## src/hw/rtl/kthmh_pkg.sv

```systemverilog
// kthmh_pkg: shared types and constants for the k-th largest min-heap tracker.
// Used by the top level, kthmh_cfg and kthmh_seq; has no dependencies of its own.
package kthmh_pkg;

    localparam int MAX_KEEP    = 1023;
    localparam int STORE_DEPTH = MAX_KEEP + 1;
    localparam int DATA_W      = 32;
    localparam int KEEP_W      = 10;
    localparam int ADDR_W      = $clog2(STORE_DEPTH);
    localparam int COUNT_W     = $clog2(STORE_DEPTH + 1);
    localparam int CFG_ADDR_W  = 2;
    localparam int CFG_DATA_W  = 32;

    localparam logic [CFG_ADDR_W-1:0] REG_KEEP_COUNT = 2'd0;
    localparam logic [KEEP_W-1:0]     KEEP_RESET     = 10'd1;

    typedef struct packed {
        logic signed [DATA_W-1:0] value;
        logic                     preload;
    } in_word_t;

    typedef struct packed {
        logic signed [DATA_W-1:0] kth_value;
        logic                     full_res;
    } out_word_t;

    typedef enum logic [3:0] {
        ST_IDLE,
        ST_UP_RD,
        ST_UP_CMP,
        ST_CHECK,
        ST_DROP_RD,
        ST_DN_RD_L,
        ST_DN_RD_R,
        ST_DN_CMP,
        ST_OUT
    } state_t;

endpackage

```

## src/hw/rtl/kthmh_cfg.sv

```systemverilog
// kthmh_cfg: APB-style register port holding keep_count (k).
// Depends on kthmh_pkg; supplies the effective k (zero maps to one).
module kthmh_cfg (
    input  logic                               clk,
    input  logic                               rst_n,
    input  logic                               psel,
    input  logic                               penable,
    input  logic                               pwrite,
    input  logic [kthmh_pkg::CFG_ADDR_W-1:0]   paddr,
    input  logic [kthmh_pkg::CFG_DATA_W-1:0]   pwdata,
    output logic [kthmh_pkg::CFG_DATA_W-1:0]   prdata,
    output logic                               pready,
    output logic [kthmh_pkg::KEEP_W-1:0]       keep
);

    logic [kthmh_pkg::KEEP_W-1:0] keep_count_reg;
    logic [kthmh_pkg::KEEP_W-1:0] keep_count_next;

    // single register: every write lands in keep_count
    always_comb
    begin
        keep_count_next = keep_count_reg;
        if (psel && penable && pwrite)
        begin
            keep_count_next = pwdata[kthmh_pkg::KEEP_W-1:0];
        end
    end

    always_ff @(posedge clk or negedge rst_n)
    begin
        if (!rst_n)
        begin
            keep_count_reg <= kthmh_pkg::KEEP_RESET;
        end
        else
        begin
            keep_count_reg <= keep_count_next;
        end
    end

    assign pready = 1'b1;
    assign prdata = (paddr == kthmh_pkg::REG_KEEP_COUNT)
                  ? {{(kthmh_pkg::CFG_DATA_W - kthmh_pkg::KEEP_W){1'b0}}, keep_count_reg}
                  : '0;

    assign keep = (keep_count_reg == '0) ? {{(kthmh_pkg::KEEP_W - 1){1'b0}}, 1'b1}
                                         : keep_count_reg;

endmodule

```

## config.mk

```make
export PLATFORM = sky130hd
export DESIGN_NAME = kthmh_cfg
export DESIGN_NICKNAME = d
export VERILOG_FILES = /design/src/hw/rtl/kthmh_pkg.sv /design/src/hw/rtl/kthmh_cfg.sv
export SDC_FILE = /design/constraint.sdc
export NUM_CORES = 1
export LEC_CHECK = 0
export CAP_MARGIN = 40
export CORE_AREA = 2 2 39 41
export DETAILED_ROUTE_END_ITERATION = 7
export DIE_AREA = 0 0 41 43
export DONT_BUFFER_PORTS = 1
export GPL_TIMING_DRIVEN = 0
export PLACE_DENSITY_LB_ADDON = 0.08
export SETUP_SLACK_MARGIN = 0.05
export SYNTH_ARGS = -nofsm -noshare
export SYNTH_HDL_FRONTEND = slang
export SYNTH_SLANG_ARGS = --single-unit
```

## constraint.sdc

```tcl
create_clock -name clk -period 2.65 [get_ports clk]
set_clock_uncertainty 0.15 [all_clocks]
set_input_delay 0 -clock clk [delete_from_list [all_inputs] [get_ports clk]]
set_output_delay 0 -clock clk [all_outputs]
set_load 0.01 [all_outputs]
```

==> flow_metrics.py <==
metrics = {
    "worst_setup_path": {
        "worstPathRequired_ns": 2.64,
        "worst-path-max-fanout": 4,
        "end_kind": "register",
        "startpoint_type": "register",
        "arrival_ns": 1.49,
        "r2r-start": "keep_count_reg[8]",
        "critical_path.startpoint": "keep_count_reg[8]",
        "crit_type": "reg -> reg",
    },
    "cts": {
        "path_clk_slew_ns": 0.07,
        "cts_hold_buf": 22,
        "clock_latency_ns": 0.25,
        "cts_buffers": 3,
        "htree_levels": 1,
        "clockBufferDepth": 2,
        "numClockSinks": 10,
        "clk_root_buffer_cell": "clkbuf_4",
        "cts_setup_buffers": 0,
        "cts.repair.resized": 0,
        "cts_tree": "done",
    },
    "detailed_routing": {
        "drc": 0,
        "drtAntennaViolNets": 0,
        "vias": 531,
        "drt_iter0_drc": 1,
        "first_pass_iters": 2,
        "postRouteWirelength_mm": 1.33,
        "viasPerCell": 3.99,
        "wl_per_cell_um": 9.96,
    },
    "grt": {
        "overflow": 0,
        "grt_usage_pct": 16.1,
        "antenna_found_initial": 0,
        "grt_pass1_vias": 445,
        "grt_first_pass_wirelength_mm": 1.96,
        "grt_max_degree": 11,
    },
    "sta": {
        "rsz0062_at_grt": "no",
        "relSlewSlack_pct": 65.2,
        "min_period_ns": 1.50,
        "setup_tns_ns": 0,
        "holdWs_ns": 0.172,
        "worst_pin_slew_ns": 0.520,
        "finalHoldViolCount": 0,
        "post-route-period-util_pct": 56.5,
        "fmax_mhz": 667,
        "drv_slew": 0,
        "finalSetupViolations": 0,
    },
    "floorplan": {
        "core_um2": 1380,
        "start_util_pct": 49.6,
        "ios": 82,
        "die_w_um": 41,
        "row_count": 14,
        "design.die.area_um2": 1760,
        "die_h_um": 43,
    },
    "min_path": {
        "min-delay-start": "paddr[0]",
        "worst_hold_path_type": "in -> out",
    },
    "final_layout": {
        "largest_register_ffs": 10,
        "final_layout_size_suffix_gt1_share_pct": 33.3,
        "areaGrowthSynthToFinish_pct": 50.3,
        "nNetsFinal": 157,
        "final_area_um2": 1030,
        "antennaDiodeCount": 0,
    },
    "synthesis": {
        "synth_area_leader_cell": "dfrtp_1",
        "netlist.area_leader.share_pct": 32.8,
        "synthTopCellsByArea": "dfrtp_1, buf_4, mux2_2",
        "yosysWarnings": 0,
        "postSynthCellCount": 70,
        "seq_area_frac_synth_pct": 36.6,
        "avgSynthCellArea_um2": 9.81,
        "ys_seq_elements": 10,
        "netlist_area_um2": 687,
        "ys_types": 11,
    },
    "run": {
        "drv_cap": 0,
    },
    "power": {
        "power_density_nw_per_um2": 492,
        "leakage_nw": 0.518,
        "ir_drop_mv": 0.348,
    },
    "place": {
        "io_buffers": 0,
        "gp_congestion": 0.637,
        "dpl-instance-area_um2": 786,
        "hpwl_um": 916,
    },
    "run_status": {
        "outcome": "finished, final reports clean",
    },
}
cells in the mapped netlist:
| library cell | instances |
|---|---|
| buf_4 | 23 |
| clkbuf_1 | 9 |
| nor4_1 | 2 |
| nand3_4 | 1 |
| mux2_2 | 10 |
| dfrtp_1 | 9 |
| dfstp_2 | 1 |
| conb_1 | 2 |
| a31o_2 | 1 |
| and2_1 | 10 |
| nor2_1 | 2 |
through the flow:
step	total power, mW	setup slack (ns)	std cells	util (%)
finish	0.508	1.15	133	74.6
global route	0.540	1.10	133	74.6
CTS	0.505	1.17	133	74.6
detailed placement	0.344	1.57	107	56.8
global placement	0.341	1.55	107	56.8
floorplan	0.328	1.67	91	-
kinds of logic after synthesis:
| logic type | count (synthesis) | synth area share (%) |
|---|---|---|
| buffers and inverters | 32 | 30.1 |
| and+or+nand+nor | 15 | 14.6 |
| muxes | 10 | 16.4 |
| DFF | 10 | 36.6 |
| other | 2 | 1.09 |
| AOI/OAI and AO/OA | 1 | 1.28 |
where the power goes:
| part | total (mW) | switching (mW) | internal, mW |
|---|---|---|---|
| registers | 0.211 | 0.0270 | 0.184 |
| clock network | 0.107 | 0.0487 | 0.0579 |
| logic | 0.190 | 0.0776 | 0.113 |
worst max-delay path: stages, from the launching register on:
cell and delay [ns]:
dfrtp_1 0.41, mux2_2 0.27, dlygate4sd3_1 0.55
area by class of cell:
cell class | instances | area, µm²
Buffer | 32 | 206
Clock buffer | 4 | 26.3
Fill cell | 108 | 352
Multi-Input combinational cell | 49 | 308
Sequential cell | 10 | 251
Tap cell | 16 | 20.0
Timing Repair Buffer | 22 | 220
per-layer routing:
| metal | GRT usage (%) | share of wire [%] | up-vias |
|---|---|---|---|
| met5 | 0 | 0 | - |
| met4 | 6.00 | 0.45 | 0 |
| met2 | 25.9 | 54 | 31 |
| met1 | 21.3 | 36 | 232 |
| li1 | - | - | 266 |
| met3 | 1.57 | 10 | 2 |
placed cells by master (no fill, tap or decap):
cell type      Yosys  routed
conb_1             2      23
buf_4             23      23
dlygate4sd3_1      0      22
dfrtp_1            9       9
clkbuf_4           0       3
a31o_2             1       1
clkbuf_1           9      10
mux2_2            10      10
and2_1            10      10
nor2_1             2       2
dfstp_2            1       1
nor4_1             2       2
nand3_4            1       1
final timing paths:
check                      cells after the start  slack, ns           endpoint
min reg2reg                                    2       0.94  keep_count_reg[3]
max in group asynchronous                      2       1.48  keep_count_reg[0]
max                                            2       1.15  keep_count_reg[8]
min                                            2       0.17          prdata[6]
min in group asynchronous                      2       0.52  keep_count_reg[5]
max reg2reg                                    2       1.15  keep_count_reg[8]
No activity file was read; power rests on OpenSTA's default activity.
