## config.mk

```make
export PLATFORM = sky130hd
export DESIGN_NAME = kthmh_seq
export DESIGN_NICKNAME = d
export VERILOG_FILES = /design/src/hw/rtl/kthmh_pkg.sv /design/src/hw/rtl/kthmh_seq.sv
export SDC_FILE = /design/constraint.sdc
export NUM_CORES = 1
export LEC_CHECK = 0
export BUFFER_PORTS_ARGS = -buffer_cell sky130_fd_sc_hd__buf_4
export CAP_MARGIN = 20
export CORE_MARGIN = 8
export CORE_UTILIZATION = 50
export CTS_BUF_LIST = sky130_fd_sc_hd__clkbuf_8
export DETAILED_ROUTE_END_ITERATION = 10
export PLACE_DENSITY = 0.72
export REMOVE_ABC_BUFFERS = 1
export SYNTH_ARGS = -nofsm -noshare
export SYNTH_HDL_FRONTEND = slang
export SYNTH_SLANG_ARGS = --single-unit
```

## constraint.sdc

```tcl
create_clock -name clk -period 4.85 [get_ports clk]
set_input_delay 0.7275 -clock clk [delete_from_list [all_inputs] [get_ports clk]]
set_output_delay 0.7275 -clock clk [all_outputs]
set_load 0.005 [all_outputs]
```

## src/hw/rtl/kthmh_pkg.sv

```systemverilog
// kthmh_pkg: shared types and constants for the k-th largest min-heap tracker.
// Used by the top level, kthmh_cfg and kthmh_seq; has no dependencies of its own.
package kthmh_pkg;

    localparam int MAX_KEEP    = 1023;
    localparam int STORE_DEPTH = MAX_KEEP + 1;
    localparam int DATA_W      = 32;
    localparam int KEEP_W      = 10;
    localparam int ADDR_W      = $clog2(STORE_DEPTH);
    localparam int COUNT_W     = $clog2(STORE_DEPTH + 1);
    localparam int CFG_ADDR_W  = 2;
    localparam int CFG_DATA_W  = 32;

    localparam logic [CFG_ADDR_W-1:0] REG_KEEP_COUNT = 2'd0;
    localparam logic [KEEP_W-1:0]     KEEP_RESET     = 10'd1;

    typedef struct packed {
        logic signed [DATA_W-1:0] value;
        logic                     preload;
    } in_word_t;

    typedef struct packed {
        logic signed [DATA_W-1:0] kth_value;
        logic                     full_res;
    } out_word_t;

    typedef enum logic [3:0] {
        ST_IDLE,
        ST_UP_RD,
        ST_UP_CMP,
        ST_CHECK,
        ST_DROP_RD,
        ST_DN_RD_L,
        ST_DN_RD_R,
        ST_DN_CMP,
        ST_OUT
    } state_t;

endpackage

```

## src/hw/rtl/kthmh_seq.sv

```systemverilog
// kthmh_seq: heap sequencer; walks sift-up and sift-down one level at a time
// through a single signed comparator and the heap RAM. Depends on kthmh_pkg.
module kthmh_seq (
    input  logic                              clk,
    input  logic                              rst_n,
    input  logic [kthmh_pkg::KEEP_W-1:0]      keep,
    input  logic                              in_valid,
    output logic                              in_stall,
    input  kthmh_pkg::in_word_t               in_data,
    output logic                              out_valid,
    input  logic                              out_stall,
    output kthmh_pkg::out_word_t              out_data,
    output logic                              ram_we,
    output logic [kthmh_pkg::ADDR_W-1:0]      ram_waddr,
    output logic [kthmh_pkg::DATA_W-1:0]      ram_wdata,
    output logic [kthmh_pkg::ADDR_W-1:0]      ram_raddr,
    input  logic [kthmh_pkg::DATA_W-1:0]      ram_rdata
);

    kthmh_pkg::state_t                   state_reg, state_next;
    logic [kthmh_pkg::COUNT_W-1:0]       count_reg, count_next;
    logic [kthmh_pkg::ADDR_W-1:0]        hole_reg, hole_next;
    logic [kthmh_pkg::ADDR_W-1:0]        child_reg, child_next;
    logic signed [kthmh_pkg::DATA_W-1:0] val_reg, val_next;
    logic signed [kthmh_pkg::DATA_W-1:0] best_reg, best_next;
    logic                                moved_reg, moved_next;
    logic                                have_r_reg, have_r_next;
    logic                                pre_reg, pre_next;
    logic                                out_valid_reg, out_valid_next;
    kthmh_pkg::out_word_t                out_data_reg, out_data_next;
    logic signed [kthmh_pkg::DATA_W-1:0] root_reg;

    logic signed [kthmh_pkg::DATA_W-1:0] cmp_a, cmp_b;
    logic                                cmp_lt;
    logic [kthmh_pkg::ADDR_W-1:0]        parent;
    logic [kthmh_pkg::COUNT_W-1:0]       left_idx, right_idx, keep_ext;
    logic [kthmh_pkg::COUNT_W-1:0]       count_dec;

    // the one shared comparator
    assign cmp_lt = cmp_a < cmp_b;

    assign parent    = (hole_reg - 1'b1) >> 1;
    assign left_idx  = {hole_reg, 1'b1};
    assign right_idx = left_idx + 1'b1;
    assign keep_ext  = {1'b0, keep};
    assign count_dec = count_reg - 1'b1;

    always_comb
    begin
        state_next     = state_reg;
        count_next     = count_reg;
        hole_next      = hole_reg;
        child_next     = child_reg;
        val_next       = val_reg;
        best_next      = best_reg;
        moved_next     = moved_reg;
        have_r_next    = have_r_reg;
        pre_next       = pre_reg;
        out_valid_next = out_valid_reg && out_stall;
        out_data_next  = out_data_reg;
        ram_we         = 1'b0;
        ram_waddr      = hole_reg;
        ram_wdata      = val_reg;
        ram_raddr      = '0;
        cmp_a          = val_reg;
        cmp_b          = $signed(ram_rdata);
        in_stall       = 1'b1;

        unique case (state_reg)
            kthmh_pkg::ST_IDLE:
            begin
                in_stall = 1'b0;
                if (in_valid)
                begin
                    // append at the end, count stays within the store
                    val_next   = in_data.value;
                    pre_next   = in_data.preload;
                    hole_next  = count_reg[kthmh_pkg::ADDR_W-1:0];
                    count_next = count_reg + 1'b1;
                    state_next = kthmh_pkg::ST_UP_RD;
                end
            end
            kthmh_pkg::ST_UP_RD:
            begin
                if (hole_reg == '0)
                begin
                    ram_we     = 1'b1;
                    state_next = kthmh_pkg::ST_CHECK;
                end
                else
                begin
                    ram_raddr  = parent;
                    state_next = kthmh_pkg::ST_UP_CMP;
                end
            end
            kthmh_pkg::ST_UP_CMP:
            begin
                cmp_a = val_reg;
                cmp_b = $signed(ram_rdata);
                ram_we = 1'b1;
                if (cmp_lt)
                begin
                    // parent moves down into the hole
                    ram_wdata  = ram_rdata;
                    hole_next  = parent;
                    state_next = kthmh_pkg::ST_UP_RD;
                end
                else
                begin
                    state_next = kthmh_pkg::ST_CHECK;
                end
            end
            kthmh_pkg::ST_CHECK:
            begin
                if (count_reg > keep_ext)
                begin
                    count_next = count_dec;
                    ram_raddr  = count_dec[kthmh_pkg::ADDR_W-1:0];
                    hole_next  = '0;
                    state_next = kthmh_pkg::ST_DROP_RD;
                end
                else
                begin
                    state_next = kthmh_pkg::ST_OUT;
                end
            end
            kthmh_pkg::ST_DROP_RD:
            begin
                // last entry becomes the value sifted down from the root
                val_next   = $signed(ram_rdata);
                state_next = kthmh_pkg::ST_DN_RD_L;
            end
            kthmh_pkg::ST_DN_RD_L:
            begin
                if (left_idx < count_reg)
                begin
                    ram_raddr  = left_idx[kthmh_pkg::ADDR_W-1:0];
                    state_next = kthmh_pkg::ST_DN_RD_R;
                end
                else
                begin
                    ram_we     = 1'b1;
                    state_next = kthmh_pkg::ST_CHECK;
                end
            end
            kthmh_pkg::ST_DN_RD_R:
            begin
                // left child data is here; compare it against the moving value
                cmp_a = $signed(ram_rdata);
                cmp_b = val_reg;
                if (cmp_lt)
                begin
                    best_next  = $signed(ram_rdata);
                    child_next = left_idx[kthmh_pkg::ADDR_W-1:0];
                    moved_next = 1'b1;
                end
                else
                begin
                    best_next  = val_reg;
                    moved_next = 1'b0;
                end
                have_r_next = right_idx < count_reg;
                ram_raddr   = right_idx[kthmh_pkg::ADDR_W-1:0];
                state_next  = kthmh_pkg::ST_DN_CMP;
            end
            kthmh_pkg::ST_DN_CMP:
            begin
                cmp_a  = $signed(ram_rdata);
                cmp_b  = best_reg;
                ram_we = 1'b1;
                if (have_r_reg && cmp_lt)
                begin
                    ram_wdata  = ram_rdata;
                    hole_next  = right_idx[kthmh_pkg::ADDR_W-1:0];
                    state_next = kthmh_pkg::ST_DN_RD_L;
                end
                else if (moved_reg)
                begin
                    ram_wdata  = best_reg;
                    hole_next  = child_reg;
                    state_next = kthmh_pkg::ST_DN_RD_L;
                end
                else
                begin
                    state_next = kthmh_pkg::ST_CHECK;
                end
            end
            kthmh_pkg::ST_OUT:
            begin
                if (pre_reg)
                begin
                    state_next = kthmh_pkg::ST_IDLE;
                end
                else if (!out_valid_reg || !out_stall)
                begin
                    out_valid_next          = 1'b1;
                    out_data_next.kth_value = root_reg;
                    out_data_next.full_res  = (count_reg == keep_ext);
                    state_next              = kthmh_pkg::ST_IDLE;
                end
            end
            default:
            begin
                state_next = kthmh_pkg::ST_IDLE;
            end
        endcase
    end

    always_ff @(posedge clk or negedge rst_n)
    begin
        if (!rst_n)
        begin
            state_reg     <= kthmh_pkg::ST_IDLE;
            count_reg     <= '0;
            out_valid_reg <= 1'b0;
        end
        else
        begin
            state_reg     <= state_next;
            count_reg     <= count_next;
            out_valid_reg <= out_valid_next;
        end
    end

    always_ff @(posedge clk)
    begin
        hole_reg     <= hole_next;
        child_reg    <= child_next;
        val_reg      <= val_next;
        best_reg     <= best_next;
        moved_reg    <= moved_next;
        have_r_reg   <= have_r_next;
        pre_reg      <= pre_next;
        out_data_reg <= out_data_next;
        // shadow copy of the root so the result needs no extra RAM read
        if (ram_we && (ram_waddr == '0))
        begin
            root_reg <= $signed(ram_wdata);
        end
    end

    assign out_valid = out_valid_reg;
    assign out_data  = out_data_reg;

endmodule
```

==> reports/results.txt <==
Final HPWL DP: 20800 um
Antenna Violating Nets Remaining: 0
GRT Resource Usage Total: 22.3%
Final Hold Viols: 0
Post-Synth Simple-Gate Area: 13.2%
# DRC: 0
Final period util: 98.4%
Initial antenna violation count: 0
WL final: 31000 um
Top post-synthesis cells by area: edfxtp_1, ha_1, mux2i_1, mux2_2, nand2_1
Diode count: 0
Power per Cell Area: 675 nW/um^2
Buffers on Ports: 166
Crit-path slowest cell: dfrtp_2
H-tree levels: 4
Cts hold-fix bufs: 0
Period minus WS final: 4770 ps
Synth warn: 0
Die area: 26000 um^2
Worst-path fanout max: 9
Core Area: 20900 um^2
Worst Path Required: 4120 ps
Max Clock Skew: 16.1 ps
Placed Area: 12000 um^2
Power consumption: 8.75 mW
Layout cells sized above 1: 28.8%
Post-DR wirelength/cell: 21.3 um
DR pass1 iterations: 5
Worst-Margin Slew: 1080 ps
Most frequent cell after synthesis: edfxtp_1
Hold WS: 107 ps
Critical Path AT: 4040 ps
Synth Area per Inst: 10.7 um^2
Multiplexer share of the synthesized area: 13.8%
I/O pin count: 167
Post-synth cell types: 56
Top delay family on crit path: compound AO/OA/AOI/OAI gates
Drt via density: 5.98
Ys flop type: edfxtp_1
Die W: 161 um
Synth Area in Adders: 7.71%
Area delta synth->final: 22.9%
Final setup vio count: 0
Die H: 161 um
Initial DRC count: 845
TritonCTS buffer count: 17
CTS tree: yes
Headroom to the max-slew limit: 27.7%
Most instantiated cells after synthesis: edfxtp_1, nand2_1, nor2_1, mux2i_1, ha_1
Max Slew Vio Count: 0
Max Cap Viol: 0
Leading area contributor after synthesis: edfxtp_1
Crit-path cells: nand3b_1, buf_6, buf_6, buf_12, nand2_1, nand2_1, ha_1, nand4_1, nor4_2, buf_4, nand2_2, o211ai_4, o21ai_2, o31a_4, a21boi_4, clkbuf_16, a221o_1, buf_4
Worst-Skew Late Latency: 470 ps
Register area share after synthesis: 46.8%
Hold Crit Class: primary input to asynchronous set/reset pin
Gp weighted congestion: 0.925
Via count: 8705
Area share of the largest cell type after synthesis: 43.0%
Crit path capture type: primary output
Setup CP Type: register to primary output
CTS clk-pin slew, worst paths: 100 ps
Outcome: finished clean
# nets final: 1311
Largest family of logic cells by synthesized area: multiplexers
Critical Path Source Type: register
CTS Buffer Depth: 2
Total grt overflow: 0
Flops & latches, synth: 167
Number of flops mapped to enable cells by yosys: 151
Placement Rows: 53
Compound-Gate Fraction of Synth Area: 11.8%
F_max: 210 MHz
Max VDD drop: 0.435 mV
Pin count of the biggest net entering global routing: 70
Post-synthesis xor/xnor area fraction: 2.49%
Fill count: 1708
LEAKAGE: 5.31 nW
Synth Cell Area: 10500 um^2
Max reg flops: 33
Starting density of the core: 50.5%
Async SR Flop Fraction: 9.58%
Buffer and inverter count on the worst path: 6
Clock sink count: 167
Root Driver: clkbuf_8
Fin area: 13000 um^2
First-pass GRT wire length: 46300 um
Synth Instances: 990
Vias in the first global route: 8452
Highest cell delay on the worst timing path: 460 ps
-- report_power, final --
part           leakage [nW]  internal (mW)  switching (mW)
Sequential             1.56           2.10           0.402
Clock                 0.193          0.386           0.608
Combinational          3.56           2.48            2.76
-- cells in the final DEF, fill, tap and decap left out, types with 12 or more instances in the layout --
cell        n
a221o_1    36
clkbuf_8   17
nand3_1    14
dfrtp_1    12
nor2_1     91
ha_1       65
nand4_1    15
a21oi_1    52
mux2_2     64
inv_1      32
xnor2_1    26
mux2i_1    73
edfxtp_1  151
nand2_1   142
buf_4     195
o21ai_0    31
-- path summary, 6_finish.rpt --
path                                               start                  endpoint  slack, ps  cells after the start
worst max-delay path            state_reg[3]$_DFFE_PN0P_             ram_wdata[21]         80                     18
worst min-delay path                               rst_n  count_reg[2]$_DFFE_PN0P_        110                      1
worst max register to register  state_reg[3]$_DFFE_PN0P_    child_reg[8]$_DFFE_PP_        910                     15
worst min register to register     root_reg[0]$_DFFE_PP_     out_data[1]$_DFFE_PP_        420                      0
max in group asynchronous                          rst_n  state_reg[3]$_DFFE_PN0P_       4530                      1
min in group clk                   root_reg[0]$_DFFE_PP_     out_data[1]$_DFFE_PP_        420                      0
-- repair_timing --
action	CTS	global route
setup buffers	8	13
hold endpoints to repair	0	0
setup endpoints to repair	32	32
resized for setup	3	31
cloned	2	7
pin swaps	2	12
-- per-layer routing --
layer | routed length (um) | GRT usage, % | vias up
li1 | - | - | 4042
met4 | 940 | 8.29 | 0
met1 | 12700 | 27.6 | 4232
met3 | 2140 | 4.17 | 61
met5 | 0 | 0 | -
met2 | 15300 | 38.1 | 370
-- layout make-up --
type	instances	area [um^2]	area share, %
Sequential cell	167	4940	38.1
Multi-Input combinational cell	732	5310	40.9
Tap cell	275	344	2.66
Clock inverter	15	156	1.21
Inverter	34	128	0.985
Timing Repair Buffer	215	1850	14.3
Clock buffer	17	234	1.81
-- kinds of logic (layout without fill, tap and decap cells) --
| family | after synthesis | count (layout) |
|---|---|---|
| multiplexers | 137 | 137 |
| adder cells (fa/ha/maj) | 65 | 65 |
| AND/OR/NAND/NOR | 321 | 321 |
| flip-flops | 167 | 167 |
| buffers and inverters | 93 | 281 |
| XOR/XNOR | 30 | 30 |
| AO/OA/AOI/OAI | 177 | 179 |
-- through the flow --
step	setup TNS [ps]	utilization (%)	instances	worst slack, ps
3_5_place_dp	0	57.6	1393	53.6
3_3_place_gp	0	57.6	1393	160
5_1_grt	-1460	62.0	1455	-71.1
4_1_cts	0	60.3	1435	35.7
2_1_floorplan	-137580	-	931	-1670
6_report	0	62.0	1455	77.9
Note: power is estimated with default switching activity, not from simulation.
